### src/rtl/first_fit_block_allocator_defines.svh
// ---------------------------------------------------------------------------
// first_fit_block_allocator_defines
// assertion macros for the block allocator, empty when SYNTH is defined
// ---------------------------------------------------------------------------
`ifndef FIRST_FIT_BLOCK_ALLOCATOR_DEFINES_SVH
`define FIRST_FIT_BLOCK_ALLOCATOR_DEFINES_SVH

`ifndef SYNTH
// checked property, disabled while reset is high
`define FBA_ASSERT(lbl, clk, rst, prop) \
   lbl: assert property (@(posedge clk) disable iff (rst) prop) \
      else $error("fba assertion failed");
// checked property, also active during reset
`define FBA_ASSERT_ALWAYS(lbl, clk, prop) \
   lbl: assert property (@(posedge clk) prop) \
      else $error("fba assertion failed");
`else
`define FBA_ASSERT(lbl, clk, rst, prop)
`define FBA_ASSERT_ALWAYS(lbl, clk, prop)
`endif

`endif

### src/rtl/fba_pkg.sv
// ---------------------------------------------------------------------------
// fba_pkg
// types and constants shared by the block allocator modules
// ---------------------------------------------------------------------------
`timescale 1ns / 1ps

package fba_pkg;

   localparam int BSIZE_W     = 16;
   localparam int BYTES_W     = 24;
   localparam int SCALE_STEPS = 16;
   localparam logic [BSIZE_W-1:0] BSIZE_RESET = 16'd64;
   localparam logic [BYTES_W-1:0] BYTES_MAX   = 24'hFFFFFF;

   typedef enum logic [1:0] {
      FUNC_ALLOC  = 2'd0,
      FUNC_FREE   = 2'd1,
      FUNC_REPORT = 2'd2,
      FUNC_CLEAR  = 2'd3
   } func_type;

   typedef enum logic [2:0] {
      ST_IDLE,
      ST_SEARCH,
      ST_APPLY,
      ST_LOAD,
      ST_SCALE,
      ST_DONE
   } state_type;

   typedef struct packed {
      func_type   func;
      logic [7:0] start_index;
      logic [8:0] block_count;
   } req_type;

   typedef struct packed {
      logic               success;
      logic [7:0]         found_index;
      logic [BYTES_W-1:0] free_bytes;
      logic [BYTES_W-1:0] longest_free_bytes;
      logic [BYTES_W-1:0] longest_used_bytes;
      logic [7:0]         used_segments;
   } rsp_type;

   // map ring control: rotate one place, bit written into the tail
   typedef struct packed {
      logic shift;
      logic new_bit;
   } map_ctrl_type;

   // statistics control: clear before a pass, step once per block
   typedef struct packed {
      logic clear;
      logic step;
      logic bit_used;
   } stat_ctrl_type;

   // serial multiplier control
   typedef struct packed {
      logic load;
      logic step;
   } mul_ctrl_type;

endpackage

### src/rtl/first_fit_block_allocator.sv
// ---------------------------------------------------------------------------
// first_fit_block_allocator
// first-fit contiguous block allocator over a rotating bitmap
// ---------------------------------------------------------------------------
// A request is taken on req_data when start is high and busy is low. It
// allocates the first free run of block_count blocks at or after
// start_index, frees a range, only reports, or clears the map. One result
// per request appears on rsp_data for a single cycle with rsp_valid high;
// the receiver cannot hold it off. csr_we/csr_wdata set the block size.
// The map is a shift register that rotates one block per clock during a
// pass, so each pass moves every block past the head. Allocate makes
// a search pass and an update pass, everything else only the update pass,
// which also gathers the statistics. The byte sizes then come from a
// bit-serial multiply. An allocate with a zero count or a start past the
// end skips the search. One request at a time. Reset frees every block at
// once and sets the block size to 64.
// ---------------------------------------------------------------------------
`timescale 1ns / 1ps
`include "first_fit_block_allocator_defines.svh"

module first_fit_block_allocator #(
   parameter int NUM_BLOCKS = 256
) (
   input  logic                         clock,
   input  logic                         reset,
   input  logic                         start,
   output logic                         busy,
   input  fba_pkg::req_type             req_data,
   output logic                         rsp_valid,
   output fba_pkg::rsp_type             rsp_data,
   input  logic                         csr_we,
   input  logic [fba_pkg::BSIZE_W-1:0]  csr_wdata
);
   import fba_pkg::*;

   localparam int IW = $clog2(NUM_BLOCKS);
   localparam int SW = $clog2(NUM_BLOCKS + 1);
   localparam int CW = (SW > 10) ? SW : 10;
   localparam int GW = (SW > 9) ? SW : 9;

   state_type          state_ff, state_in;
   func_type           func_ff, func_in;
   logic [7:0]         start_ff, start_in;
   logic [8:0]         count_ff, count_in;
   logic [IW-1:0]      idx_ff, idx_in;
   logic [SW-1:0]      run_ff, run_in;
   logic [IW-1:0]      run_start_ff, run_start_in;
   logic [IW-1:0]      found_ff, found_in;
   logic               hit_ff, hit_in;
   logic               ok_ff, ok_in;
   logic               mod_ff, mod_in;
   logic               wipe_ff, wipe_in;
   logic [CW-1:0]      lo_ff, lo_in;
   logic [CW-1:0]      hi_ff, hi_in;
   logic [3:0]         step_ff, step_in;
   logic [BSIZE_W-1:0] bsize_ff;
   logic               rsp_valid_ff, rsp_valid_in;
   rsp_type            rsp_ff, rsp_in;

   map_ctrl_type       map_ctrl;
   stat_ctrl_type      stat_ctrl;
   mul_ctrl_type       mul_ctrl;
   logic               cur_bit;
   logic [SW-1:0]      nfree, lfree, lused, segs;
   logic [BYTES_W-1:0] free_bytes, lfree_bytes, lused_bytes;

   logic               accept;
   logic               pass_end;
   logic [CW-1:0]      idx_ext;
   logic               active;
   logic [CW-1:0]      run_plus;
   logic               hit_now;
   logic [IW-1:0]      found_now;
   logic [IW-1:0]      found_sel;
   logic               in_range;
   logic               new_bit;
   logic               cnt_ok;
   logic [CW-1:0]      req_end;
   logic [IW+7:0]      found_wide;
   logic [GW-1:0]      segs_wide;

   // datapath parts
   fba_map_ring #(.NUM_BLOCKS(NUM_BLOCKS)) u_map (
      .clock   (clock),
      .reset   (reset),
      .ctrl    (map_ctrl),
      .cur_bit (cur_bit)
   );

   fba_run_stats #(.NUM_BLOCKS(NUM_BLOCKS)) u_stats (
      .clock (clock),
      .ctrl  (stat_ctrl),
      .nfree (nfree),
      .lfree (lfree),
      .lused (lused),
      .segs  (segs)
   );

   fba_serial_mul #(.VALUE_W(SW)) u_mul_free (
      .clock (clock), .ctrl (mul_ctrl), .value (nfree), .mult (bsize_ff),
      .product (free_bytes)
   );

   fba_serial_mul #(.VALUE_W(SW)) u_mul_lfree (
      .clock (clock), .ctrl (mul_ctrl), .value (lfree), .mult (bsize_ff),
      .product (lfree_bytes)
   );

   fba_serial_mul #(.VALUE_W(SW)) u_mul_lused (
      .clock (clock), .ctrl (mul_ctrl), .value (lused), .mult (bsize_ff),
      .product (lused_bytes)
   );

   // search and range decode for the block at the ring head
   always_comb begin
      accept    = start && (state_ff == ST_IDLE);
      pass_end  = (idx_ff == IW'(NUM_BLOCKS - 1));
      idx_ext   = CW'(idx_ff);
      active    = (idx_ext >= CW'(start_ff));
      run_plus  = CW'(run_ff) + CW'(1);
      hit_now   = active && !cur_bit && !hit_ff && (run_plus == CW'(count_ff));
      found_now = (run_ff == '0) ? idx_ff : run_start_ff;
      found_sel = hit_now ? found_now : found_ff;
      in_range  = (idx_ext >= lo_ff) && (idx_ext < hi_ff);
      if (wipe_ff) begin
         new_bit = 1'b0;
      end else if (mod_ff && in_range) begin
         new_bit = (func_ff == FUNC_ALLOC);
      end else begin
         new_bit = cur_bit;
      end
      cnt_ok     = (req_data.block_count != '0) &&
                   (CW'(req_data.start_index) < CW'(NUM_BLOCKS));
      req_end    = CW'(req_data.start_index) + CW'(req_data.block_count);
      found_wide = {8'b0, found_ff};
      segs_wide  = GW'(segs);
   end

   // sequencer: next state, pass control and result assembly
   always_comb begin
      state_in     = state_ff;
      func_in      = func_ff;
      start_in     = start_ff;
      count_in     = count_ff;
      idx_in       = idx_ff;
      run_in       = run_ff;
      run_start_in = run_start_ff;
      found_in     = found_ff;
      hit_in       = hit_ff;
      ok_in        = ok_ff;
      mod_in       = mod_ff;
      wipe_in      = wipe_ff;
      lo_in        = lo_ff;
      hi_in        = hi_ff;
      step_in      = step_ff;
      rsp_valid_in = 1'b0;
      rsp_in       = rsp_ff;
      map_ctrl     = '0;
      stat_ctrl    = '0;
      mul_ctrl     = '0;

      case (state_ff)
         ST_IDLE: begin
            if (accept) begin
               func_in  = req_data.func;
               start_in = req_data.start_index;
               count_in = req_data.block_count;
               idx_in   = '0;
               run_in   = '0;
               found_in = '0;
               hit_in   = 1'b0;
               wipe_in  = (req_data.func == FUNC_CLEAR);
               lo_in    = CW'(req_data.start_index);
               hi_in    = req_end;
               stat_ctrl.clear = 1'b1;
               case (req_data.func)
                  FUNC_ALLOC: begin
                     ok_in    = 1'b0;
                     mod_in   = 1'b0;
                     state_in = cnt_ok ? ST_SEARCH : ST_APPLY;
                  end
                  FUNC_FREE: begin
                     ok_in    = cnt_ok && (req_end <= CW'(NUM_BLOCKS));
                     mod_in   = cnt_ok && (req_end <= CW'(NUM_BLOCKS));
                     state_in = ST_APPLY;
                  end
                  default: begin
                     ok_in    = 1'b1;
                     mod_in   = 1'b0;
                     state_in = ST_APPLY;
                  end
               endcase
            end
         end
         ST_SEARCH: begin
            map_ctrl.shift   = 1'b1;
            map_ctrl.new_bit = cur_bit;
            if (active && !cur_bit) begin
               run_in = SW'(run_plus);
               if (run_ff == '0) begin
                  run_start_in = idx_ff;
               end
            end else begin
               run_in = '0;
            end
            if (hit_now) begin
               hit_in   = 1'b1;
               found_in = found_now;
            end
            idx_in = idx_ff + IW'(1);
            if (pass_end) begin
               idx_in   = '0;
               ok_in    = hit_ff || hit_now;
               mod_in   = hit_ff || hit_now;
               lo_in    = CW'(found_sel);
               hi_in    = CW'(found_sel) + CW'(count_ff);
               state_in = ST_APPLY;
            end
         end
         ST_APPLY: begin
            map_ctrl.shift     = 1'b1;
            map_ctrl.new_bit   = new_bit;
            stat_ctrl.step     = 1'b1;
            stat_ctrl.bit_used = new_bit;
            idx_in = idx_ff + IW'(1);
            if (pass_end) begin
               idx_in   = '0;
               state_in = ST_LOAD;
            end
         end
         ST_LOAD: begin
            mul_ctrl.load = 1'b1;
            step_in       = '0;
            state_in      = ST_SCALE;
         end
         ST_SCALE: begin
            mul_ctrl.step = 1'b1;
            step_in       = step_ff + 4'd1;
            if (step_ff == 4'(SCALE_STEPS - 1)) begin
               state_in = ST_DONE;
            end
         end
         ST_DONE: begin
            rsp_in.success            = ok_ff;
            rsp_in.found_index        = ok_ff ? found_wide[7:0] : 8'd0;
            rsp_in.free_bytes         = free_bytes;
            rsp_in.longest_free_bytes = lfree_bytes;
            rsp_in.longest_used_bytes = lused_bytes;
            rsp_in.used_segments      = (segs_wide > GW'(255)) ? 8'hFF : segs_wide[7:0];
            rsp_valid_in = 1'b1;
            state_in     = ST_IDLE;
         end
         default: begin
            state_in = ST_IDLE;
         end
      endcase
   end

   // control registers
   always_ff @(posedge clock) begin
      if (reset) begin
         state_ff     <= ST_IDLE;
         rsp_valid_ff <= 1'b0;
         bsize_ff     <= BSIZE_RESET;
      end else begin
         state_ff     <= state_in;
         rsp_valid_ff <= rsp_valid_in;
         if (csr_we) begin
            bsize_ff <= csr_wdata;
         end
      end
   end

   // request and pass registers
   always_ff @(posedge clock) begin
      func_ff      <= func_in;
      start_ff     <= start_in;
      count_ff     <= count_in;
      idx_ff       <= idx_in;
      run_ff       <= run_in;
      run_start_ff <= run_start_in;
      found_ff     <= found_in;
      hit_ff       <= hit_in;
      ok_ff        <= ok_in;
      mod_ff       <= mod_in;
      wipe_ff      <= wipe_in;
      lo_ff        <= lo_in;
      hi_ff        <= hi_in;
      step_ff      <= step_in;
      rsp_ff       <= rsp_in;
   end

   assign busy      = (state_ff != ST_IDLE);
   assign rsp_valid = rsp_valid_ff;
   assign rsp_data  = rsp_ff;

   // checks
   `FBA_ASSERT(a_one_rsp_per_req, clock, reset, rsp_valid |=> !rsp_valid)
   `FBA_ASSERT(a_busy_after_accept, clock, reset, (start && !busy) |=> busy)
   `FBA_ASSERT(a_rsp_from_done, clock, reset, rsp_valid |-> $past(state_ff == ST_DONE))
   `FBA_ASSERT(a_fail_no_index, clock, reset,
      (rsp_valid && !rsp_data.success) |-> (rsp_data.found_index == 8'd0))
   `FBA_ASSERT_ALWAYS(a_idle_in_reset, clock, $past(reset) |-> !busy)

endmodule

### src/rtl/fba_map_ring.sv
// ---------------------------------------------------------------------------
// fba_map_ring
// block map held as a rotating shift register, one block per cycle while shifting
// ---------------------------------------------------------------------------
`timescale 1ns / 1ps

module fba_map_ring #(
   parameter int NUM_BLOCKS = 256
) (
   input  logic                 clock,
   input  logic                 reset,
   input  fba_pkg::map_ctrl_type ctrl,
   output logic                 cur_bit
);
   import fba_pkg::*;

   logic [NUM_BLOCKS-1:0] map_ff;
   logic [NUM_BLOCKS-1:0] map_in;

   // head bit leaves, rewritten bit enters at the tail
   always_comb begin
      map_in = map_ff;
      if (ctrl.shift) begin
         map_in = {ctrl.new_bit, map_ff[NUM_BLOCKS-1:1]};
      end
   end

   always_ff @(posedge clock) begin
      if (reset) begin
         map_ff <= '0;
      end else begin
         map_ff <= map_in;
      end
   end

   assign cur_bit = map_ff[0];

endmodule

### src/rtl/fba_run_stats.sv
// ---------------------------------------------------------------------------
// fba_run_stats
// free count, longest runs and used segment count over one map pass
// ---------------------------------------------------------------------------
`timescale 1ns / 1ps

module fba_run_stats #(
   parameter int NUM_BLOCKS = 256
) (
   input  logic                                 clock,
   input  fba_pkg::stat_ctrl_type               ctrl,
   output logic [$clog2(NUM_BLOCKS+1)-1:0]      nfree,
   output logic [$clog2(NUM_BLOCKS+1)-1:0]      lfree,
   output logic [$clog2(NUM_BLOCKS+1)-1:0]      lused,
   output logic [$clog2(NUM_BLOCKS+1)-1:0]      segs
);
   import fba_pkg::*;

   localparam int SW = $clog2(NUM_BLOCKS + 1);

   logic [SW-1:0] nfree_ff, frun_ff, urun_ff, lfree_ff, lused_ff, segs_ff;
   logic [SW-1:0] nfree_in, frun_in, urun_in, lfree_in, lused_in, segs_in;
   logic [SW-1:0] urun_inc, frun_inc;

   // run tracking for the bit at the head of the ring
   always_comb begin
      urun_inc = urun_ff + SW'(1);
      frun_inc = frun_ff + SW'(1);
      nfree_in = nfree_ff;
      frun_in  = frun_ff;
      urun_in  = urun_ff;
      lfree_in = lfree_ff;
      lused_in = lused_ff;
      segs_in  = segs_ff;
      if (ctrl.clear) begin
         nfree_in = '0;
         frun_in  = '0;
         urun_in  = '0;
         lfree_in = '0;
         lused_in = '0;
         segs_in  = '0;
      end else if (ctrl.step) begin
         if (ctrl.bit_used) begin
            if (urun_ff == '0) begin
               segs_in = segs_ff + SW'(1);
            end
            urun_in = urun_inc;
            frun_in = '0;
            if (urun_inc > lused_ff) begin
               lused_in = urun_inc;
            end
         end else begin
            nfree_in = nfree_ff + SW'(1);
            frun_in  = frun_inc;
            urun_in  = '0;
            if (frun_inc > lfree_ff) begin
               lfree_in = frun_inc;
            end
         end
      end
   end

   always_ff @(posedge clock) begin
      nfree_ff <= nfree_in;
      frun_ff  <= frun_in;
      urun_ff  <= urun_in;
      lfree_ff <= lfree_in;
      lused_ff <= lused_in;
      segs_ff  <= segs_in;
   end

   assign nfree = nfree_ff;
   assign lfree = lfree_ff;
   assign lused = lused_ff;
   assign segs  = segs_ff;

endmodule

### src/rtl/fba_serial_mul.sv
// ---------------------------------------------------------------------------
// fba_serial_mul
// bit-serial multiply by the block size, msb first, saturating to 24 bits
// ---------------------------------------------------------------------------
`timescale 1ns / 1ps

module fba_serial_mul #(
   parameter int VALUE_W = 9
) (
   input  logic                           clock,
   input  fba_pkg::mul_ctrl_type          ctrl,
   input  logic [VALUE_W-1:0]             value,
   input  logic [fba_pkg::BSIZE_W-1:0]    mult,
   output logic [fba_pkg::BYTES_W-1:0]    product
);
   import fba_pkg::*;

   localparam int AW = VALUE_W + BSIZE_W;
   localparam int EW = (AW > BYTES_W + 1) ? AW : BYTES_W + 1;

   logic [AW-1:0]      acc_ff, acc_in;
   logic [BSIZE_W-1:0] mult_ff, mult_in;
   logic [EW-1:0]      acc_ext;

   // shift and add, one multiplier bit per step
   always_comb begin
      acc_in  = acc_ff;
      mult_in = mult_ff;
      if (ctrl.load) begin
         acc_in  = '0;
         mult_in = mult;
      end else if (ctrl.step) begin
         acc_in  = {acc_ff[AW-2:0], 1'b0} + (mult_ff[BSIZE_W-1] ? AW'(value) : '0);
         mult_in = {mult_ff[BSIZE_W-2:0], 1'b0};
      end
   end

   always_ff @(posedge clock) begin
      acc_ff  <= acc_in;
      mult_ff <= mult_in;
   end

   // clamp to the byte field range
   always_comb begin
      acc_ext = EW'(acc_ff);
      product = (acc_ext > EW'(BYTES_MAX)) ? BYTES_MAX : acc_ext[BYTES_W-1:0];
   end

endmodule
### config.mk
export PLATFORM = sky130hd
export DESIGN_NAME = first_fit_block_allocator
export DESIGN_NICKNAME = d
export VERILOG_FILES = /design/src/rtl/fba_pkg.sv /design/src/rtl/first_fit_block_allocator.sv /design/src/rtl/fba_map_ring.sv /design/src/rtl/fba_run_stats.sv /design/src/rtl/fba_serial_mul.sv
export VERILOG_INCLUDE_DIRS = /design/src /design/src/rtl
export SDC_FILE = /design/constraint.sdc
export NUM_CORES = 1
export LEC_CHECK = 0
export BUFFER_PORTS_ARGS = -buffer_cell sky130_fd_sc_hd__buf_2
export CAP_MARGIN = 20
export CORE_ASPECT_RATIO = 0.5
export CORE_MARGIN = 5
export CORE_UTILIZATION = 49
export DETAILED_ROUTE_END_ITERATION = 6
export PLACE_DENSITY_LB_ADDON = 0.25
export SLEW_MARGIN = 10
export SYNTH_ARGS = -nofsm -noshare
export SYNTH_HDL_FRONTEND = slang
export SYNTH_HIERARCHICAL = 1
export SYNTH_SLANG_ARGS = --single-unit
### constraint.sdc
create_clock -name clock -period 6.2 [get_ports clock]
set_input_delay 0.62 -clock clock [delete_from_list [all_inputs] [get_ports clock]]
set_output_delay 0.62 -clock clock [all_outputs]
set_load 0.05 [all_outputs]
# Word-level counts from Yosys, hierarchy flattened
# Cells that the tools add are included.
# op_classes
addsub	12
magnitude_cmp	10
n_eq_ne	15
n_mux	53
n_bitwise	1
n_reduce_logical	33
# op_table
cell	n
$mux W16	6
$add A25 B25 Y25	3
$gt A25 B24 Y1 const B	3
$mux W9	7
$mux W10	4
$pmux W10 S2	2
$add A9 B1 Y9 const B	4
$mux W8	4
$pmux W8 S2	2
$add A8 B9 Y10	2
$gt A9 B9 Y1	2
$logic_not A9 Y1	2
$pmux W9 S2	1
$pmux W3 S5	1
$reduce_and A3 Y1	5
$mux W1	13
$mux W3	4
$add A9 B1 Y10 const B	1
$eq A10 B9 Y1	1
$ge A8 B10 Y1	1
$le A10 B9 Y1 const B	1
$lt A8 B10 Y1	1
$ne A2 B2 Y1 const B	5
$reduce_and A2 Y1	5
26 further kinds	44
# word_totals
reg_bits	622
input_bits	39
output_inout_bits	91
word_cells	160

# Depth between registers and ports, before layout
# depth
word_depth	8
ltp_mapped	20

# Hierarchy
# The synthesis kept the hierarchy.
# by_module_without_submodules
module	instances	cells_per_inst	area_each_um2	seq_area_each_um2
fba_map_ring	1	825	9322.7	5124.9
first_fit_block_allocator	1	637	8404.3	5415.2
fba_serial_mul	3	277	2560.0	980.9
fba_run_stats	1	350	2926.6	1081.0

# Worst setup path after synthesis
# No wires, ideal clock.
# synth_path
path_kind	reg2reg
from	reg run_ff[0]
to	reg hi_ff[8] (data pin)
setup_ns	0.269
arrival_time_ns	3.450
t_required_ns	5.931
setup_slack_ns	2.481
path_stages_with_launch	20
n_path_buf	1
path_cell_list	edfxtp_1 ha_1 and4_4 nand4_1 xor2_1 xnor2_1 nor4_2 buf_6 mux2i_1 inv_1 ha_1 inv_1 fa_1 nor2b_1 o21ai_0 a21oi_1 o21ai_0 a21oi_1 xnor2_1 o21ai_0
# synth_between
elab_chain_len	7
# synth_rtl
element	line_no	source
start: declaration	first_fit_block_allocator.sv:46	logic [SW-1:0] run_ff, run_in;
start signal: assignment	first_fit_block_allocator.sv:280	run_ff <= run_in;
$add A9 B1 Y10	first_fit_block_allocator.sv:120	run_plus = CW'(run_ff) + CW'(1);
$eq A10 B9 Y1	first_fit_block_allocator.sv:121	hit_now = active && !cur_bit && !hit_ff && (run_plus == CW'(count_ff));
$logic_and A1 B1 Y1	first_fit_block_allocator.sv:121	
$mux W8 *	n/a	
net found_sel[0]	first_fit_block_allocator.sv:74	logic [IW-1:0] found_sel;
$add A8 B9 Y10 *	first_fit_block_allocator.sv:216	hi_in = CW'(found_sel) + CW'(count_ff);
$mux W10 *	first_fit_block_allocator.sv:211	if (pass_end) begin
$pmux W10 S2 *	first_fit_block_allocator.sv:162	case (state_ff)
net hi_in[8]	first_fit_block_allocator.sv:54	logic [CW-1:0] hi_ff, hi_in;
end signal: assignment	first_fit_block_allocator.sv:288	hi_ff <= hi_in;
end: declaration	first_fit_block_allocator.sv:54	
# Mark *: on every way through the listed nets, which the timed path passes. The rest lies on a longest branch. The select of a mux whose other input is x is not followed.
# A chain may end at the register's enable or synchronous reset.

# Worst setup path in the final report
# layout_path
from	reg idx_ff[1]
to	reg hi_ff[9] (data pin)
# layout_between
elab_chain_len	8
# layout_rtl
element	line_no	source
start: declaration	first_fit_block_allocator.sv:45	logic [IW-1:0] idx_ff, idx_in;
start signal: assignment	first_fit_block_allocator.sv:279	idx_ff <= idx_in;
$ge A8 B8 Y1	first_fit_block_allocator.sv:119	active = (idx_ext >= CW'(start_ff));
$logic_and A1 B1 Y1 (3 in series)	first_fit_block_allocator.sv:121	
$mux W8 *	n/a	
net found_sel[1]	first_fit_block_allocator.sv:74	
$add A8 B9 Y10 *	first_fit_block_allocator.sv:216	
$mux W10 *	first_fit_block_allocator.sv:211	
$pmux W10 S2 *	first_fit_block_allocator.sv:162	
net hi_in[9]	first_fit_block_allocator.sv:54	
# Marked as above.

==> flow_summary.ini <==
[finish]
final_common_cell = nor2_1
nets = 2842
antennaDiodeCount = 0
fillers = 5023
utilization_pct = 54.1
areaGrowthSynthToFinish_pct = 9.48
final_cell_mix = nor2_1, dfxtp_1, mux2i_1
drive_above_1_share_pct = 14.2

[yosys]
synth-edff-count = 215
yosysWarnings = 6
ys_ff_latch = 620
synth_fp_nets = 2777
syn_area_per_cell_sq_um = 10.7
seq_area_frac_synth_pct = 51.4
syn-cell-area_sq_mm = 0.0283
ys_types = 72
synthArstFlopShare_pct = 0
syn_inst = 2643
synth_ff_type = dfxtp_1

[job]
max_cap_violations = 0

[die]
die_w_um = 350
start_util_pct = 49.4
die_area_sq_mm = 0.0630
placementRows = 62
core_sq_mm = 0.0573
boundaryPins = 130
die_h_um = 180

[route]
wl_um = 56000
detail_route.wl_per_cell_um = 15.9
drtPass1Iterations = 5
drc = 0
vias = 18900
ant_nets = 0
drt-vias-per-instance = 5.37
dr.first_iter.drc_count = 1423

[min_path]
hold_end = count_ff[7]
hold_depth = 1
hp-class = primary input to flip-flop
min_from = req_data[7]

[cts]
cts_sinks = 620
clk_pin_slew_worst_paths_ns = 0.07
postCtsSetupBuffers = 0
root_buffer = clkbuf_16
cts-htree-levels = 2
cts_tree = built
clockBufferDepth = 3
ctsResizeCount = 0
cts_inserted_buffers = 56
cts_hold_buf = 0
clk-insertion-delay-late_ns = 0.60

[critical_path]
path_class = flip-flop to flip-flop
cp-start-kind = flip-flop
cp-end-kind = flip-flop
r2r_start = idx_ff[1]
r2r-end = hi_ff[9]
crit_required_ns = 6.55
startpoint = idx_ff[1]
reg2reg_depth = 17
reg2reg_slack_ns = 1.93
cp.arrival_ns = 4.62
crit_fanout = 11

[pwr]
powerDensity_mw_per_mm2 = 336
p_leak_nw = 11.8
worst_ir_drop_vdd_v = 0.000191

[global_routing]
antenna_found_initial = 0
grtUsageTotal_pct = 17.3
grt_overflow_total = 0
grt_max_degree = 137
grt_pass1_wl_um = 92500
grt_pass1_vias = 18000

[place]
gp_congestion = 0.864
io_buffers = 129
dp_worst_setup_slack_ns = 1.95
dp_hpwl_um = 37100

[sta]
finClkSkew_ns = 0.0191
rsz0062_at_grt = false
max_slew_margin_pct = 31.9
layout_min_cycle_time_ns = 4.27
fmax_ghz = 0.234
setup_tns_ns = 0
fin_crit_sh_pct = 68.8
tightest_slew_ns = 1.02
setup_viol = 0
final-hold-violation-count = 0
setup_ws_ns = 1.93
final_max_slew_viol_count = 0

[status]
outcome = finished, final reports clean
-- metrics by stage --
stage | instances | hold slack, ns | area, sq um | total power, mW
3_3_place_gp | 3418 | 0.458 | 29100 | 6.90
2_1_floorplan | 2643 | 0.443 | 28300 | 6.63
5_1_grt | 3523 | 0.200 | 31000 | 11.0
3_5_place_dp | 3418 | 0.469 | 29100 | 6.94
6_report | 3523 | 0.228 | 31000 | 10.4
4_1_cts | 3523 | 0.189 | 31000 | 10.5
-- flip-flops by register name, indices dropped and copies added, names as in the netlist, 4 cells and up --
signal / count
run_start_ff: 8
u_map/map_ff: 256
u_mul_lused/acc_ext: 25
hi_ff: 10
u_stats/lfree: 9
u_mul_lfree/acc_ext: 25
u_mul_lfree/mult_ff: 16
u_mul_free/acc_ext: 25
count_ff: 9
start_ff: 8
u_stats/lused: 9
lo_ff: 8
u_stats/urun_ff: 9
u_stats/nfree: 9
u_stats/segs: 9
idx_ff: 8
bsize_ff: 16
run_ff: 9
u_mul_free/mult_ff: 16
rsp_data: 89
u_mul_lused/mult_ff: 16
u_stats/frun_ff: 9
found_ff: 8
step_ff: 4
-- cell type report --
type                       instances  area [sq um]  area share (%)
inverter                          81           314            1.01
timing repair buffer             143           785            2.53
multi-input combinational       1806         12500            40.2
clock buffer                      84          1750            5.63
sequential                       620         14600            47.0
tap                              768           961            3.10
clock inverter                    21           175           0.565
-- worst max-delay path, stage by stage (launching register included) --
cell and delay [ns]:
edfxtp_1 0.53, ha_1 0.34, o21ai_0 0.08, o21ai_0 0.30, a22oi_1 0.20, nand3b_1 0.23, nor4_2 0.14, buf_4 0.25
mux2i_1 0.41, inv_1 0.08, ha_1 0.28, a21o_1 0.17, a21oi_1 0.24, o21ai_0 0.12, o211a_1 0.14, o22ai_1 0.19
nor2b_1 0.08, o31a_1 0.24
-- cell families after synthesis --
family | count (synthesis) | share of synthesized area, %
buffers and inverters | 217 | 4.62
muxes | 358 | 12.9
AOI/OAI and AO/OA | 344 | 8.24
DFF | 620 | 51.4
adders and majority gates | 95 | 4.33
and+or+nand+nor | 917 | 15.6
xor gates and xnor gates | 92 | 2.89
-- report_power, final --
| group | switching (mW) | internal [mW] | total (mW) | leakage [nW] |
|---|---|---|---|---|
| sequential | 0.413 | 4.61 | 5.02 | 5.28 |
| combinational | 0.981 | 0.854 | 1.83 | 5.57 |
| clock | 1.53 | 2.04 | 3.56 | 0.952 |
| total | 2.92 | 7.50 | 10.4 | 11.8 |
-- synth_stat cells, drive strengths merged, types with 7 or more instances --
| cell | number | share of area [%] |
|---|---|---|
| nor2 | 425 | 5.6 |
| dfxtp | 405 | 29 |
| mux2i | 303 | 11 |
| edfxtp | 215 | 23 |
| nand2 | 96 | 1.3 |
| ha | 90 | 4.0 |
| a21oi | 89 | 1.6 |
| or2 | 85 | 1.9 |
| inv | 81 | 1.1 |
| clkbuf | 74 | 0.99 |
| o21ai | 74 | 1.3 |
| buf | 62 | 2.6 |
| mux2 | 55 | 2.2 |
| xnor2 | 52 | 1.6 |
| and2 | 50 | 1.1 |
| nor3 | 49 | 0.88 |
| nand3 | 47 | 0.83 |
| a211oi | 44 | 1.2 |
| xor2 | 39 | 1.2 |
| a2111oi | 32 | 1.2 |
| nand2b | 29 | 0.64 |
| nand4 | 28 | 0.62 |
| nor2b | 26 | 0.57 |
| a21o | 24 | 0.64 |
| and3 | 18 | 0.40 |
| or3 | 16 | 0.35 |
| a211o | 12 | 0.37 |
| and4 | 12 | 0.38 |
| nor4 | 11 | 0.32 |
| o211ai | 9 | 0.24 |
| o31ai | 9 | 0.24 |
| a31oi | 8 | 0.18 |
| nand3b | 7 | 0.19 |
| nor3b | 7 | 0.19 |
| o21a | 7 | 0.19 |
-- how the worst max path moves through the flow --
stage	end	slack, ns	cells past startpoint
3_3_place_gp	u_stats/lused[0]	2.03	11
3_5_place_dp	hi_ff[9]	1.95	17
2_1_floorplan	hi_ff[8]	2.48	19
4_1_cts	hi_ff[9]	1.96	17
5_1_grt	u_stats/lused[0]	1.53	11
6_report	hi_ff[9]	1.93	17
-- per-layer routing --
layer  global-route usage, %  vias to the layer above  part of all wire (%)
li1                        -                     9497                     -
met1                    24.0                     9028                    48
met2                    28.8                      317                    47
met3                    2.88                       78                   4.1
met4                    3.62                        0                   1.7
met5                       0                        -                     0
Power figures use the tool's default switching activity.
